===== src/rtl/bvc_pkg.sv =====
// Shared types and constants of the base64 / key-shift codec.
`timescale 1ns / 1ps

package bvc_pkg;

  typedef struct packed {
    logic [7:0] data_byte;
    logic       last_in_message;
  } in_word_t;

  typedef struct packed {
    logic [7:0] out_byte;
    logic       has_data;
    logic       end_of_message;
  } out_word_t;

  typedef enum logic [2:0] {
    CFG_MODE    = 3'd0,
    CFG_KEY_LEN = 3'd1,
    CFG_KEY_0   = 3'd2,
    CFG_KEY_1   = 3'd3,
    CFG_KEY_2   = 3'd4,
    CFG_KEY_3   = 3'd5,
    CFG_KEY_4   = 3'd6,
    CFG_KEY_5   = 3'd7
  } cfg_reg_e;

  typedef enum logic {
    MODE_ENCRYPT = 1'b0,
    MODE_DECRYPT = 1'b1
  } mode_e;

  typedef enum logic {
    OP_ENCODE = 1'b0,
    OP_DECODE = 1'b1
  } op_e;

  localparam logic [7:0] PadChar = 8'h3D;
  localparam int unsigned KeyLenW = 6;
  localparam int unsigned MaxChars = 4;

  typedef struct packed {
    op_e                        op;
    logic [MaxChars-1:0][7:0]   chars;
    logic [2:0]                 count;
    logic                       last;
  } entry_t;

endpackage


===== src/rtl/bvc_fifo.sv =====
// Small register queue between the front and the back of the codec.
`timescale 1ns / 1ps

module bvc_fifo #(
  parameter int unsigned WIDTH = 8,
  parameter int unsigned DEPTH = 4
) (
  input  logic             clk_i,
  input  logic             rst_ni,
  input  logic             wr_i,
  input  logic [WIDTH-1:0] wdata_i,
  output logic             full_o,
  input  logic             rd_i,
  output logic [WIDTH-1:0] rdata_o,
  output logic             empty_o
);

  localparam int unsigned AW = (DEPTH > 1) ? $clog2(DEPTH) : 1;
  localparam int unsigned CW = $clog2(DEPTH + 1);

  logic [WIDTH-1:0] mem_q [DEPTH];
  logic [AW-1:0]    wptr_q, wptr_d, rptr_q, rptr_d;
  logic [CW-1:0]    cnt_q, cnt_d;
  logic             do_wr, do_rd;

  assign full_o  = (cnt_q == CW'(DEPTH));
  assign empty_o = (cnt_q == '0);
  assign rdata_o = mem_q[rptr_q];
  assign do_wr   = wr_i && !full_o;
  assign do_rd   = rd_i && !empty_o;

  always_comb begin
    wptr_d = wptr_q;
    rptr_d = rptr_q;
    cnt_d  = cnt_q;
    if (do_wr) begin
      wptr_d = (wptr_q == AW'(DEPTH - 1)) ? '0 : wptr_q + AW'(1);
    end
    if (do_rd) begin
      rptr_d = (rptr_q == AW'(DEPTH - 1)) ? '0 : rptr_q + AW'(1);
    end
    if (do_wr && !do_rd) begin
      cnt_d = cnt_q + CW'(1);
    end else if (do_rd && !do_wr) begin
      cnt_d = cnt_q - CW'(1);
    end
  end

  always_ff @(posedge clk_i or negedge rst_ni) begin
    if (!rst_ni) begin
      wptr_q <= '0;
      rptr_q <= '0;
      cnt_q  <= '0;
    end else begin
      wptr_q <= wptr_d;
      rptr_q <= rptr_d;
      cnt_q  <= cnt_d;
    end
  end

  always_ff @(posedge clk_i) begin
    if (do_wr) begin
      mem_q[wptr_q] <= wdata_i;
    end
  end

endmodule


===== src/rtl/bvc_front.sv =====
// Front end: accepts input words and packs them into encode or decode queue entries.
`timescale 1ns / 1ps

module bvc_front (
  input  logic              clk_i,
  input  logic              rst_ni,
  input  logic              clr_i,
  input  bvc_pkg::mode_e    mode_i,
  input  logic              push_i,
  input  bvc_pkg::in_word_t in_word_i,
  input  logic              q_full_i,
  output logic              q_wr_o,
  output bvc_pkg::entry_t   entry_o
);

  import bvc_pkg::*;

  typedef enum logic [1:0] {
    RES_NONE,
    RES_TWO,
    RES_FOUR
  } res_e;

  res_e       res_q, res_d;
  logic [3:0] rem_q, rem_d;
  logic [1:0] phase_q, phase_d;
  logic [5:0] sext0, sext1, flush_sext;
  logic       two, flush, last, accept;
  logic [2:0] nchar, total;
  logic [1:0] pads;
  logic [7:0] byte_in;

  function automatic logic [7:0] b64_char(input logic [5:0] v);
    logic [7:0] c;
    if (v < 6'd26) begin
      c = 8'h41 + 8'(v);
    end else if (v < 6'd52) begin
      c = 8'h61 + 8'(v - 6'd26);
    end else if (v < 6'd62) begin
      c = 8'h30 + 8'(v - 6'd52);
    end else if (v == 6'd62) begin
      c = 8'h2B;
    end else begin
      c = 8'h2F;
    end
    return c;
  endfunction

  assign byte_in = in_word_i.data_byte;
  assign last    = in_word_i.last_in_message;
  assign accept  = push_i && !q_full_i;
  assign q_wr_o  = accept;

  always_comb begin
    sext1 = '0;
    two   = 1'b0;
    unique case (res_q)
      RES_TWO: begin
        sext0 = {rem_q[1:0], byte_in[7:4]};
        rem_d = byte_in[3:0];
        res_d = RES_FOUR;
      end
      RES_FOUR: begin
        sext0 = {rem_q, byte_in[7:6]};
        sext1 = byte_in[5:0];
        two   = 1'b1;
        rem_d = '0;
        res_d = RES_NONE;
      end
      default: begin
        sext0 = byte_in[7:2];
        rem_d = {2'b00, byte_in[1:0]};
        res_d = RES_TWO;
      end
    endcase

    flush      = last && (res_d != RES_NONE);
    flush_sext = (res_d == RES_TWO) ? {rem_d[1:0], 4'b0000} : {rem_d, 2'b00};
    nchar      = (two ? 3'd2 : 3'd1) + {2'b00, flush};
    phase_d    = phase_q + nchar[1:0];
    pads       = last ? (2'd0 - phase_d) : 2'd0;
    total      = nchar + {1'b0, pads};

    entry_o.last = last;
    if (mode_i == MODE_DECRYPT) begin
      entry_o.op       = OP_DECODE;
      entry_o.chars    = {MaxChars{PadChar}};
      entry_o.chars[0] = byte_in;
      entry_o.count    = 3'd1;
    end else begin
      entry_o.op       = OP_ENCODE;
      entry_o.chars    = {MaxChars{PadChar}};
      entry_o.chars[0] = b64_char(sext0);
      if (two) begin
        entry_o.chars[1] = b64_char(sext1);
      end else if (flush) begin
        entry_o.chars[1] = b64_char(flush_sext);
      end
      if (two && flush) begin
        entry_o.chars[2] = b64_char(flush_sext);
      end
      entry_o.count = (total > 3'(MaxChars)) ? 3'(MaxChars) : total;
    end
  end

  always_ff @(posedge clk_i or negedge rst_ni) begin
    if (!rst_ni) begin
      res_q   <= RES_NONE;
      rem_q   <= '0;
      phase_q <= '0;
    end else if (clr_i || (accept && last)) begin
      res_q   <= RES_NONE;
      rem_q   <= '0;
      phase_q <= '0;
    end else if (accept && (mode_i == MODE_ENCRYPT)) begin
      res_q   <= res_d;
      rem_q   <= rem_d;
      phase_q <= phase_d;
    end
  end

endmodule


===== src/rtl/bvc_back.sv =====
// Back end: key shift per character, base64 decode and the output word register.
`timescale 1ns / 1ps

module bvc_back #(
  parameter int unsigned KEY_MAX  = 48,
  parameter int unsigned KEY_ROWS = (KEY_MAX + 7) / 8
) (
  input  logic                                   clk_i,
  input  logic                                   rst_ni,
  input  logic                                   clr_i,
  input  logic [bvc_pkg::KeyLenW-1:0]            key_len_i,
  input  logic [KEY_ROWS-1:0][63:0]              key_rows_i,
  input  bvc_pkg::entry_t                        head_i,
  input  logic                                   head_valid_i,
  output logic                                   head_pop_o,
  input  logic                                   pop_i,
  output logic                                   empty_o,
  output bvc_pkg::out_word_t                     out_word_o
);

  import bvc_pkg::*;

  logic             out_valid_q, out_valid_d;
  out_word_t        out_q, res;
  logic [1:0]       sub_q, sub_d;
  logic [5:0]       pos_q, pos_d, pos_nxt;
  logic [5:0]       k_q, k_d;
  logic [1:0]       dpend_q, dpend_d;
  logic [5:0]       drem_q, drem_d;
  logic             stop_q, stop_d;
  logic             room, go, fin, emit, done;
  logic [6:0]       eff_len, ci, bv, sum;
  logic [7:0]       c_in, sh_char;

  function automatic logic [6:0] cipher_idx(input logic [7:0] c);
    logic [6:0] r;
    r = '0;
    if (c >= 8'h61 && c <= 8'h7A) begin
      r = {1'b1, 6'(c - 8'h61)};
    end else if (c >= 8'h41 && c <= 8'h5A) begin
      r = {1'b1, 6'(c - 8'h41 + 8'd26)};
    end else if (c >= 8'h30 && c <= 8'h39) begin
      r = {1'b1, 6'(c - 8'h30 + 8'd52)};
    end
    return r;
  endfunction

  function automatic logic [7:0] cipher_char(input logic [5:0] i);
    logic [7:0] c;
    if (i < 6'd26) begin
      c = 8'h61 + 8'(i);
    end else if (i < 6'd52) begin
      c = 8'h41 + 8'(i - 6'd26);
    end else begin
      c = 8'h30 + 8'(i - 6'd52);
    end
    return c;
  endfunction

  function automatic logic [6:0] b64_val(input logic [7:0] c);
    logic [6:0] r;
    r = '0;
    if (c >= 8'h41 && c <= 8'h5A) begin
      r = {1'b1, 6'(c - 8'h41)};
    end else if (c >= 8'h61 && c <= 8'h7A) begin
      r = {1'b1, 6'(c - 8'h61 + 8'd26)};
    end else if (c >= 8'h30 && c <= 8'h39) begin
      r = {1'b1, 6'(c - 8'h30 + 8'd52)};
    end else if (c == 8'h2B) begin
      r = {1'b1, 6'd62};
    end else if (c == 8'h2F) begin
      r = {1'b1, 6'd63};
    end
    return r;
  endfunction

  function automatic logic [5:0] key_shift(input logic [5:0] pos,
                                           input logic [KEY_ROWS-1:0][63:0] rows);
    logic [63:0] row;
    logic [7:0]  kc;
    logic [6:0]  ki;
    row = '0;
    for (int r = 0; r < KEY_ROWS; r++) begin
      if (pos[5:3] == 3'(r)) begin
        row = rows[r];
      end
    end
    kc = row[{pos[2:0], 3'b000} +: 8];
    ki = cipher_idx(kc);
    return ki[6] ? ki[5:0] : 6'd0;
  endfunction

  assign room       = !out_valid_q || pop_i;
  assign go         = head_valid_i && room;
  assign fin        = ({1'b0, sub_q} + 3'd1) >= head_i.count;
  assign head_pop_o = go && fin;
  assign done       = go && fin && head_i.last;
  assign empty_o    = !out_valid_q;
  assign out_word_o = out_q;

  assign eff_len = (key_len_i == '0) ? 7'd1 :
                   ({1'b0, key_len_i} > 7'(KEY_MAX)) ? 7'(KEY_MAX) : {1'b0, key_len_i};
  assign pos_nxt = (({1'b0, pos_q} + 7'd1) >= eff_len) ? '0 : pos_q + 6'd1;

  always_comb begin
    c_in = head_i.chars[sub_q];
    ci   = cipher_idx(c_in);
    if (head_i.op == OP_ENCODE) begin
      sum = {1'b0, ci[5:0]} + {1'b0, k_q};
    end else begin
      sum = {1'b0, ci[5:0]} + 7'd62 - {1'b0, k_q};
    end
    if (sum >= 7'd62) begin
      sum = sum - 7'd62;
    end
    sh_char = ci[6] ? cipher_char(sum[5:0]) : c_in;
    bv      = b64_val(sh_char);

    emit    = 1'b0;
    res     = '0;
    dpend_d = dpend_q;
    drem_d  = drem_q;
    stop_d  = stop_q;

    if (head_i.op == OP_ENCODE) begin
      emit               = 1'b1;
      res.out_byte       = sh_char;
      res.has_data       = 1'b1;
      res.end_of_message = head_i.last && fin;
    end else begin
      if (!stop_q) begin
        if (!bv[6]) begin
          stop_d = 1'b1;
        end else begin
          unique case (dpend_q)
            2'd0: begin
              drem_d  = bv[5:0];
              dpend_d = 2'd3;
            end
            2'd1: begin
              emit         = 1'b1;
              res.out_byte = {drem_q[1:0], bv[5:0]};
              drem_d       = '0;
              dpend_d      = 2'd0;
            end
            2'd2: begin
              emit         = 1'b1;
              res.out_byte = {drem_q[3:0], bv[5:2]};
              drem_d       = {4'b0000, bv[1:0]};
              dpend_d      = 2'd1;
            end
            2'd3: begin
              emit         = 1'b1;
              res.out_byte = {drem_q, bv[5:4]};
              drem_d       = {2'b00, bv[3:0]};
              dpend_d      = 2'd2;
            end
          endcase
        end
      end
      res.has_data = emit;
      if (head_i.last) begin
        emit               = 1'b1;
        res.end_of_message = 1'b1;
      end
    end

    if (clr_i || done) begin
      pos_d   = '0;
      sub_d   = '0;
      dpend_d = '0;
      drem_d  = '0;
      stop_d  = 1'b0;
    end else if (go) begin
      pos_d = pos_nxt;
      sub_d = fin ? 2'd0 : sub_q + 2'd1;
    end else begin
      pos_d   = pos_q;
      sub_d   = sub_q;
      dpend_d = dpend_q;
      drem_d  = drem_q;
      stop_d  = stop_q;
    end

    k_d         = key_shift(pos_d, key_rows_i);
    out_valid_d = room ? (go && emit) : out_valid_q;
  end

  always_ff @(posedge clk_i or negedge rst_ni) begin
    if (!rst_ni) begin
      out_valid_q <= 1'b0;
      sub_q       <= '0;
      pos_q       <= '0;
      k_q         <= '0;
      dpend_q     <= '0;
      drem_q      <= '0;
      stop_q      <= 1'b0;
    end else begin
      out_valid_q <= out_valid_d;
      sub_q       <= sub_d;
      pos_q       <= pos_d;
      k_q         <= k_d;
      dpend_q     <= dpend_d;
      drem_q      <= drem_d;
      stop_q      <= stop_d;
    end
  end

  always_ff @(posedge clk_i) begin
    if (go && emit) begin
      out_q <= res;
    end
  end

`ifndef SYNTHESIS
  a_pos_range: assert property (@(posedge clk_i) disable iff (!rst_ni)
    {1'b0, pos_q} < 7'(KEY_MAX))
    else $error("key position out of range");

  a_end_clears: assert property (@(posedge clk_i) disable iff (!rst_ni)
    done |=> (pos_q == '0 && dpend_q == '0 && !stop_q && sub_q == '0))
    else $error("stream state not cleared after end of message");

  a_stopped_silent: assert property (@(posedge clk_i) disable iff (!rst_ni)
    (go && head_i.op == OP_DECODE && stop_q) |-> !(emit && res.has_data))
    else $error("data word after decode stopped");

  a_sub_in_entry: assert property (@(posedge clk_i) disable iff (!rst_ni)
    head_valid_i |-> ({1'b0, sub_q} < head_i.count))
    else $error("character index beyond entry");
`endif

endmodule


===== src/rtl/base64_vigenere_codec.sv =====
// Top level of the base64 codec with repeating-key character shift.
//
//   channel   direction  handshake                 word
//   input     in         push_i / full_o           in_word_i (data_byte, last_in_message)
//   result    out        pop_i / empty_o           out_word_o (out_byte, has_data, end_of_message)
//   config    in         cfg_valid_i / cfg_ready_o cfg_index_i, cfg_data_i
//
// The front takes one input word per cycle while the queue is not full; the back shifts
// each character in turn, so an encrypt byte yields 1 to 4 characters (4 per 3 bytes on
// average) and a decrypt byte one. A result passes the queue, then the output word register.
// Reset clears configuration (encrypt, key length 1, key zero) and all stream state.
// A 4-entry queue parts front and back: full_o rises when it fills; the back holds
// while the output word is not popped.
`timescale 1ns / 1ps

module base64_vigenere_codec #(
  parameter int unsigned KEY_MAX    = 48,
  parameter int unsigned FIFO_DEPTH = 4
) (
  input  logic               clk_i,
  input  logic               rst_ni,
  input  logic               push_i,
  output logic               full_o,
  input  bvc_pkg::in_word_t  in_word_i,
  input  logic               pop_i,
  output logic               empty_o,
  output bvc_pkg::out_word_t out_word_o,
  input  logic               cfg_valid_i,
  output logic               cfg_ready_o,
  input  logic [2:0]         cfg_index_i,
  input  logic [63:0]        cfg_data_i
);

  import bvc_pkg::*;

  localparam int unsigned KeyRows = (KEY_MAX + 7) / 8;
  localparam int unsigned EntryW  = $bits(entry_t);

  mode_e                    mode_q;
  logic [KeyLenW-1:0]       key_len_q;
  logic [KeyRows-1:0][63:0] key_rows_q;
  logic                     cfg_wr, clr;
  cfg_reg_e                 cfg_reg;
  logic [2:0]               key_row_sel;

  logic                     q_wr, q_full, q_empty, q_rd;
  entry_t                   q_wentry, q_head;
  logic [EntryW-1:0]        q_rdata;

  assign cfg_ready_o = 1'b1;
  assign cfg_wr      = cfg_valid_i && cfg_ready_o;
  assign cfg_reg     = cfg_reg_e'(cfg_index_i);
  assign key_row_sel = cfg_index_i - 3'(CFG_KEY_0);
  assign clr         = cfg_wr && (cfg_reg == CFG_MODE);

  always_ff @(posedge clk_i or negedge rst_ni) begin
    if (!rst_ni) begin
      mode_q     <= MODE_ENCRYPT;
      key_len_q  <= KeyLenW'(1);
      key_rows_q <= '0;
    end else if (cfg_wr) begin
      unique case (cfg_reg)
        CFG_MODE:    mode_q    <= mode_e'(cfg_data_i[0]);
        CFG_KEY_LEN: key_len_q <= cfg_data_i[KeyLenW-1:0];
        CFG_KEY_0, CFG_KEY_1, CFG_KEY_2, CFG_KEY_3, CFG_KEY_4, CFG_KEY_5: begin
          for (int r = 0; r < KeyRows; r++) begin
            if (key_row_sel == 3'(r)) begin
              key_rows_q[r] <= cfg_data_i;
            end
          end
        end
      endcase
    end
  end

  assign full_o = q_full;
  assign q_head = entry_t'(q_rdata);

  bvc_front u_front (
    .clk_i     (clk_i),
    .rst_ni    (rst_ni),
    .clr_i     (clr),
    .mode_i    (mode_q),
    .push_i    (push_i),
    .in_word_i (in_word_i),
    .q_full_i  (q_full),
    .q_wr_o    (q_wr),
    .entry_o   (q_wentry)
  );

  bvc_fifo #(
    .WIDTH (EntryW),
    .DEPTH (FIFO_DEPTH)
  ) u_fifo (
    .clk_i   (clk_i),
    .rst_ni  (rst_ni),
    .wr_i    (q_wr),
    .wdata_i (q_wentry),
    .full_o  (q_full),
    .rd_i    (q_rd),
    .rdata_o (q_rdata),
    .empty_o (q_empty)
  );

  bvc_back #(
    .KEY_MAX  (KEY_MAX),
    .KEY_ROWS (KeyRows)
  ) u_back (
    .clk_i        (clk_i),
    .rst_ni       (rst_ni),
    .clr_i        (clr),
    .key_len_i    (key_len_q),
    .key_rows_i   (key_rows_q),
    .head_i       (q_head),
    .head_valid_i (!q_empty),
    .head_pop_o   (q_rd),
    .pop_i        (pop_i),
    .empty_o      (empty_o),
    .out_word_o   (out_word_o)
  );

endmodule


===== config.mk =====
export PLATFORM = sky130hd
export DESIGN_NAME = base64_vigenere_codec
export DESIGN_NICKNAME = d
export VERILOG_FILES = /design/src/rtl/bvc_pkg.sv /design/src/rtl/bvc_fifo.sv /design/src/rtl/bvc_front.sv /design/src/rtl/bvc_back.sv /design/src/rtl/base64_vigenere_codec.sv
export SDC_FILE = /design/constraint.sdc
export NUM_CORES = 1
export LEC_CHECK = 0
export BUFFER_PORTS_ARGS = -buffer_cell sky130_fd_sc_hd__buf_4
export CORE_ASPECT_RATIO = 1.25
export CORE_MARGIN = 2
export CORE_UTILIZATION = 55
export CTS_CLUSTER_SIZE = 30
export DETAILED_ROUTE_END_ITERATION = 10
export PLACE_DENSITY = 0.77
export SLEW_MARGIN = 0
export SYNTH_ARGS = -nofsm -noshare
export SYNTH_HDL_FRONTEND = slang
export SYNTH_HIERARCHICAL = 1
export SYNTH_SLANG_ARGS = --single-unit

===== constraint.sdc =====
create_clock -name clk_i -period 9.73 [get_ports clk_i]
set_input_delay 1.946 -clock clk_i [delete_from_list [all_inputs] [get_ports clk_i]]
set_output_delay 1.946 -clock clk_i [all_outputs]
set_load 0.01 [all_outputs]

; ---- Word level (Yosys, flattened, before mapping)
; Memory sizes are Yosys's and may differ from the RTL's.
; Index checks and enable logic that the tools add are counted.
[totals]
reg_bits = 440
mem_bits_rw = 148
inputBits = 81
output_inout_bits = 13
elab_cells = 299
mem_count = 1
[op_classes]
addsub = 52
order_cmp = 35
eq_ne = 32
shift = 1
n_mux = 97
bitwise = 1
n_reduce_logical = 56
[mem_list]
columns = memory, words, word_bits, read_ports, rd_ports_with_merged_regs, wr, line_no
row1 = u_fifo.mem_q, 4, 37, 1, 0, 1, bvc_fifo.sv:21  ; logic [WIDTH-1:0] mem_q [DEPTH];
[op_table]
columns = operator, n
row1 = 64-bit 2-to-1 mux, 6
row2 = 8-bit 2-to-1 mux, 18
row3 = 7-bit 2-to-1 mux, 13
row4 = 6-bit 2-to-1 mux, 13
row5 = 64-bit by 7-bit variable part select with 8-bit output, 1
row6 = 8-bit by 7-bit >= comparator with 1-bit output (second input constant), 6
row7 = 8-bit by 7-bit less-or-equal comparator with 1-bit output (second input constant), 6
row8 = 6-bit < comparator (second input constant), 7
row9 = 6-bit subtractor (second input constant), 7
row10 = 36-bit 2-to-1 mux, 1
row11 = 6-bit by 8-bit adder with 8-bit output (first input constant), 4
row12 = 7-bit by 6-bit adder with 8-bit output (first input constant), 4
row13 = 7-bit by 8-bit adder with 8-bit output (first input constant), 4
row14 = 2-bit 2-to-1 mux, 16
row15 = 6-bit by 5-bit subtractor with 7-bit output (second input constant), 4
row16 = 6-bit by 6-bit subtractor with 7-bit output (second input constant), 4
row17 = 3-bit == test (second input constant), 9
row18 = 8-bit by 6-bit >= comparator with 1-bit output (second input constant), 3
row19 = 8-bit by 6-bit less-or-equal comparator with 1-bit output (second input constant), 3
row20 = 1-bit logical AND, 24
row21 = 6-bit by 5-bit < comparator with 1-bit output (second input constant), 4
row22 = 6-bit case mux with 4 select lines, 1
row23 = 8-bit case mux with 3 select lines, 1
row24 = 6-bit by 5-bit adder with 6-bit output (second input constant), 3
row25 = other kinds (50), 112

; ---- Depth between registers and ports, before layout
; An unclocked memory read counts as a cell.
[depth]
depth_word = 30
depth_mapped = 45
ltp_nobuf = 40

; ---- Hierarchy
; Netlist, hierarchy kept.
[modules_own_cells]
columns = module, instances, cells_each, area_each_um2, seq_area_each_um2
row1 = base64_vigenere_codec, 1, 835, 14644.0, 9785.6
row2 = bvc_back, 1, 1292, 9148.8, 900.9
row3 = bvc_fifo, 1, 230, 5786.8, 4619.4
row4 = bvc_front, 1, 329, 2483.6, 200.2

; ---- Worst setup path before layout
; No wires, ideal clock.
[synth_timing]
path_type = reg2reg
from = reg u_fifo.rptr_q[0]
to = reg u_back.out_q (netlist bit u_back/out_word_o[0]) (enable)
setup_ns = 0.376
t_arrival_ns = 9.310
t_required_ns = 9.354
setup_slack_ns = 0.044
stages_incl_launch_ff = 44
path_buffers = 6
period_less_slack_ns = 9.686
path_cell_list = dfrtp_1 -> buf_6 -> buf_6 -> mux4_2 -> mux4_2 -> buf_2 -> inv_1 -> ha_1 -> nor2b_1 -> o21ai_0 -> o211a_1 -> nand3b_1 -> inv_1 -> a22o_1 -> nor3_1 -> nor2_1 -> ha_1 -> buf_6 -> (+8 left out) -> mux2i_2 -> ha_1 -> clkbuf_1 -> a211oi_1 -> or4_1 -> o2111ai_1 -> a21boi_2 -> inv_1 -> ha_1 -> nor2_1 -> a221o_1 -> a21oi_1 -> or3b_1 -> buf_6 -> a311oi_1 -> nand2b_1 -> nor2_1 -> nor2_1
[synth_lines]
columns = item, line_no
row1 = from (decl), bvc_fifo.sv:22  ; logic [AW-1:0] wptr_q, wptr_d, rptr_q, rptr_d;
row2 = from (signal assigned), bvc_fifo.sv:56  ; rptr_q <= rptr_d;
row3 = to (signal assigned), bvc_back.sv:211  ; out_q <= res;
row4 = to (decl), bvc_back.sv:24  ; out_word_t out_q, res;

==> summary.txt <==
Run status
  • Status: complete, no violations

Global routing
  • Initial antenna violation count: 4
  • Largest net degree at the start of global routing: 191
  • Vias in the first global route: 22903
  • GRT Total Usage: between 20% and 30%
  • Total gr overflow: 0
  • Global-route wire length before repair: about 130000 µm

Die
  • IO Pins: 94
  • Core ar.: about 57000 µm²
  • Die height: approximately 270 µm
  • Starting Density: between 50 and 60%
  • Die Wd: 220 µm
  • Row cnt: 98
  • Die area: between 60000 and 70000 µm²

Clock network
  • CTS clk-pin slew, worst paths: approximately 0.060 ns
  • Max Buffers Root-to-Sink: 3
  • Hold_buf cts: 0
  • Clock sinks: 588
  • H-tree depth: 2
  • CTS Buf Count: 57
  • Worst-skew pair later-pin latency: 0.65 ns
  • TritonCTS clock tree: built
  • Clock Root Buffer: clkbuf_16

Logic synthesis
  • Netlist cell types: ~130
  • Post-Syn Instances: ~2700
  • Largest area contributor in the netlist: dfrtp_1
  • Top cell type's share of synthesized area: between 30% and 40%
  • Synth Flop Type: dfrtp_1
  • Syn Std Cell Area: between 30000 and 40000 µm²
  • Syn_area_per_cell: around 12 µm²
  • Yosys reg bits: slightly below 600
  • Seq/Total Area, Yosys: between 40% and 50%
  • Post-synth EDFFs: ~160
  • Synth top area cells: dfrtp_1, edfxtp_1, mux2_2
  • Ys async rst share: about three quarters
  • Synth Warn #: 6

Detailed routing
  • Routed via count: about 23000
  • Initial DRC count: between 2000 and 2500
  • DR DRC count: 0
  • Via-to-Cell Ratio: around 6.4
  • WL/cell: 23.1 µm
  • Routed Antenna Nets: 0
  • Total Wirelength: around 82000 µm
  • DRT Pass-1 Iters: 5

Timing
  • Worst Skew: around 0.045 ns
  • Slew headroom: 16.9%
  • Setup Total Neg Slack: 0 ns
  • Measured slew at the worst slew-check pin: roughly 1.2 ns
  • Final setup fails: 0
  • Final hold violations: 0
  • WHS: around 0.5 ns
  • Minimum clock period: approximately 9.2 ns
  • Fmax achieved: between 0.1 and 0.15 GHz
  • Fin. max-slew vios: 0
  • Tcrit/Tclk final: between 90% and 100%

Worst setup path
  • CP Launch Type: flop
  • CP Class: reg -> reg
  • Slowest CP cell: mux4_2
  • Worst-path maximum fanout: 9
  • CP endpoint kind: flop
  • Crit path from: u_fifo/rptr_q[0]
  • Crit path largest cell delay: roughly 0.56 ns
  • Worst EP arrival: between 9 and 10 ns
  • Worst path buffer plus inverter count: 6
  • Required time worst endpoint: between 10 and 15 ns
  • Crit path max-delay family: compound AO/OA/AOI/OAI gates
  • Reg-to-Reg Start: u_fifo/rptr_q[0]

Placement
  • Final GP Congestion: roughly 0.9
  • Port Buffers: between 90 and 100
  • Post-DP HPWL: ~52000 µm
  • DP Area: ~33000 µm²

Final layout
  • Nets: approximately 2900
  • Finished Cell Area: ~35000 µm²
  • Share of cells above drive strength 1: approximately 29%
  • Area delta synth->final: 10.2%
  • Core Util, Final: about 60%

Hold path
  • HP Class: reg -> reg
  • Hold Crit Start: key_rows_q[66]

Flow run
  • Max-cap violations: 0
==> registers in the layout, summed over array words and instances (netlist names) <==
signal,cells
key_rows_q,384
u_fifo/wptr_q,2
u_back/pos_q,6
u_back/stop_q,1
u_back/dpend_q,2
u_front/rem_q,4
u_back/sub_q,2
u_back/drem_q,6
mode_q,1
key_len_q,6
u_fifo/rptr_q,2
u_front/phase_q,2
u_back/out_word_o,10
u_back/k_q,6
u_fifo/mem_q,148
u_front/res_q,2
u_back/out_valid_q,1
u_fifo/cnt_q,3
==> per-stage QoR <==
stage | instances | setup WS (ns)
2_1_floorplan | 2692 | 0.0442
3_3_place_gp | 3421 | 0.261
3_5_place_dp | 3421 | -0.0369
4_1_cts | 3528 | 0.0376
5_1_grt | 3545 | -0.0694
6_report | 3545 | 0.485
==> final cells by class <==
type / instances / area [µm²]
fill: 4421 / 22000
sequential: 588 / 15500
multi-input combinational: 1834 / 15100
clock buffer: 81 / 1650
timing repair buffer: 173 / 1370
tap: 750 / 938
clock inverter: 26 / 387
inverter: 92 / 352
antenna: 1 / 2.50
==> cells in the mapped netlist (16+ instances only) <==
cell,number
dfrtp_1,429
mux2_2,399
nand2_1,288
edfxtp_1,158
a21oi_1,106
ha_1,98
nand3_1,86
inv_1,84
nor2_1,75
o21ai_0,75
mux2i_1,73
buf_2,58
mux4_2,53
buf_4,50
nor3_1,34
clkbuf_1,32
a31oi_1,30
buf_6,28
a211oi_1,27
xnor2_1,25
a21o_1,24
xor2_1,20
and3_1,19
nor2b_1,19
a311oi_1,17
and2_1,16
nand2b_1,16
==> cells in the final DEF (no fill, tap or decap), types with 16 or more instances in the layout <==
master,n
nor3_1,34
nand2b_1,16
a311oi_1,16
xnor2_1,24
o21ai_0,74
nand3_1,86
edfxtp_1,158
a211oi_1,26
xor2_1,20
buf_4,166
mux4_2,53
nor2b_1,19
a31oi_1,29
and3_1,19
mux2_2,399
clkbuf_16,57
dfrtp_1,428
nor2_1,75
inv_1,84
mux2i_1,72
nand2_1,288
a21o_1,23
a21oi_1,105
ha_1,97
==> cells by family (layout without fill, tap and decap cells) <==
family	count (synthesis)	count (layout)	share of synthesized area, %
xor gates and xnor gates	46	46	1.30
buffers and inverters	270	372	4.83
other	3	10	0.0351
adders and majority gates	102	102	4.07
muxes	530	530	20.2
DFF	588	588	48.4
and+or+nand+nor	644	644	9.83
AOI/OAI and AO/OA	503	503	11.3
==> worst paths after layout <==
| kind | depth (start not counted) | to | slack (ns) |
|---|---|---|---|
| min in group asynchronous | 1 | key_rows_q[10] | 1.29 |
| max in group asynchronous | 2 | u_fifo/rptr_q[0] | 6.82 |
| min reg2reg | 1 | key_rows_q[66] | 0.50 |
| max reg2reg | 37 | u_back/drem_q[1] | 0.48 |
| max | 37 | u_back/drem_q[1] | 0.48 |
| min | 1 | key_rows_q[66] | 0.50 |
==> timing repair <==
action	4_1_cts	5_1_grt
buffers inserted	0	16
endpoints found under the setup margin	14	28
pin swaps	0	3
resized for setup	2	12
==> layer usage <==
metal / global-route usage, % / wire length [µm] / part of all wire, %
met1: 35.5 / 33000 / 40
met2: 45.8 / 40200 / 49
met3: 4.61 / 5820 / 7.1
met4: 9.41 / 2710 / 3.3
met5: 0 / 21 / 0.026
Power is left out: the tool's default activity adds up to more than one toggle a clock period on the data nets, which glitch-free logic cannot reach.
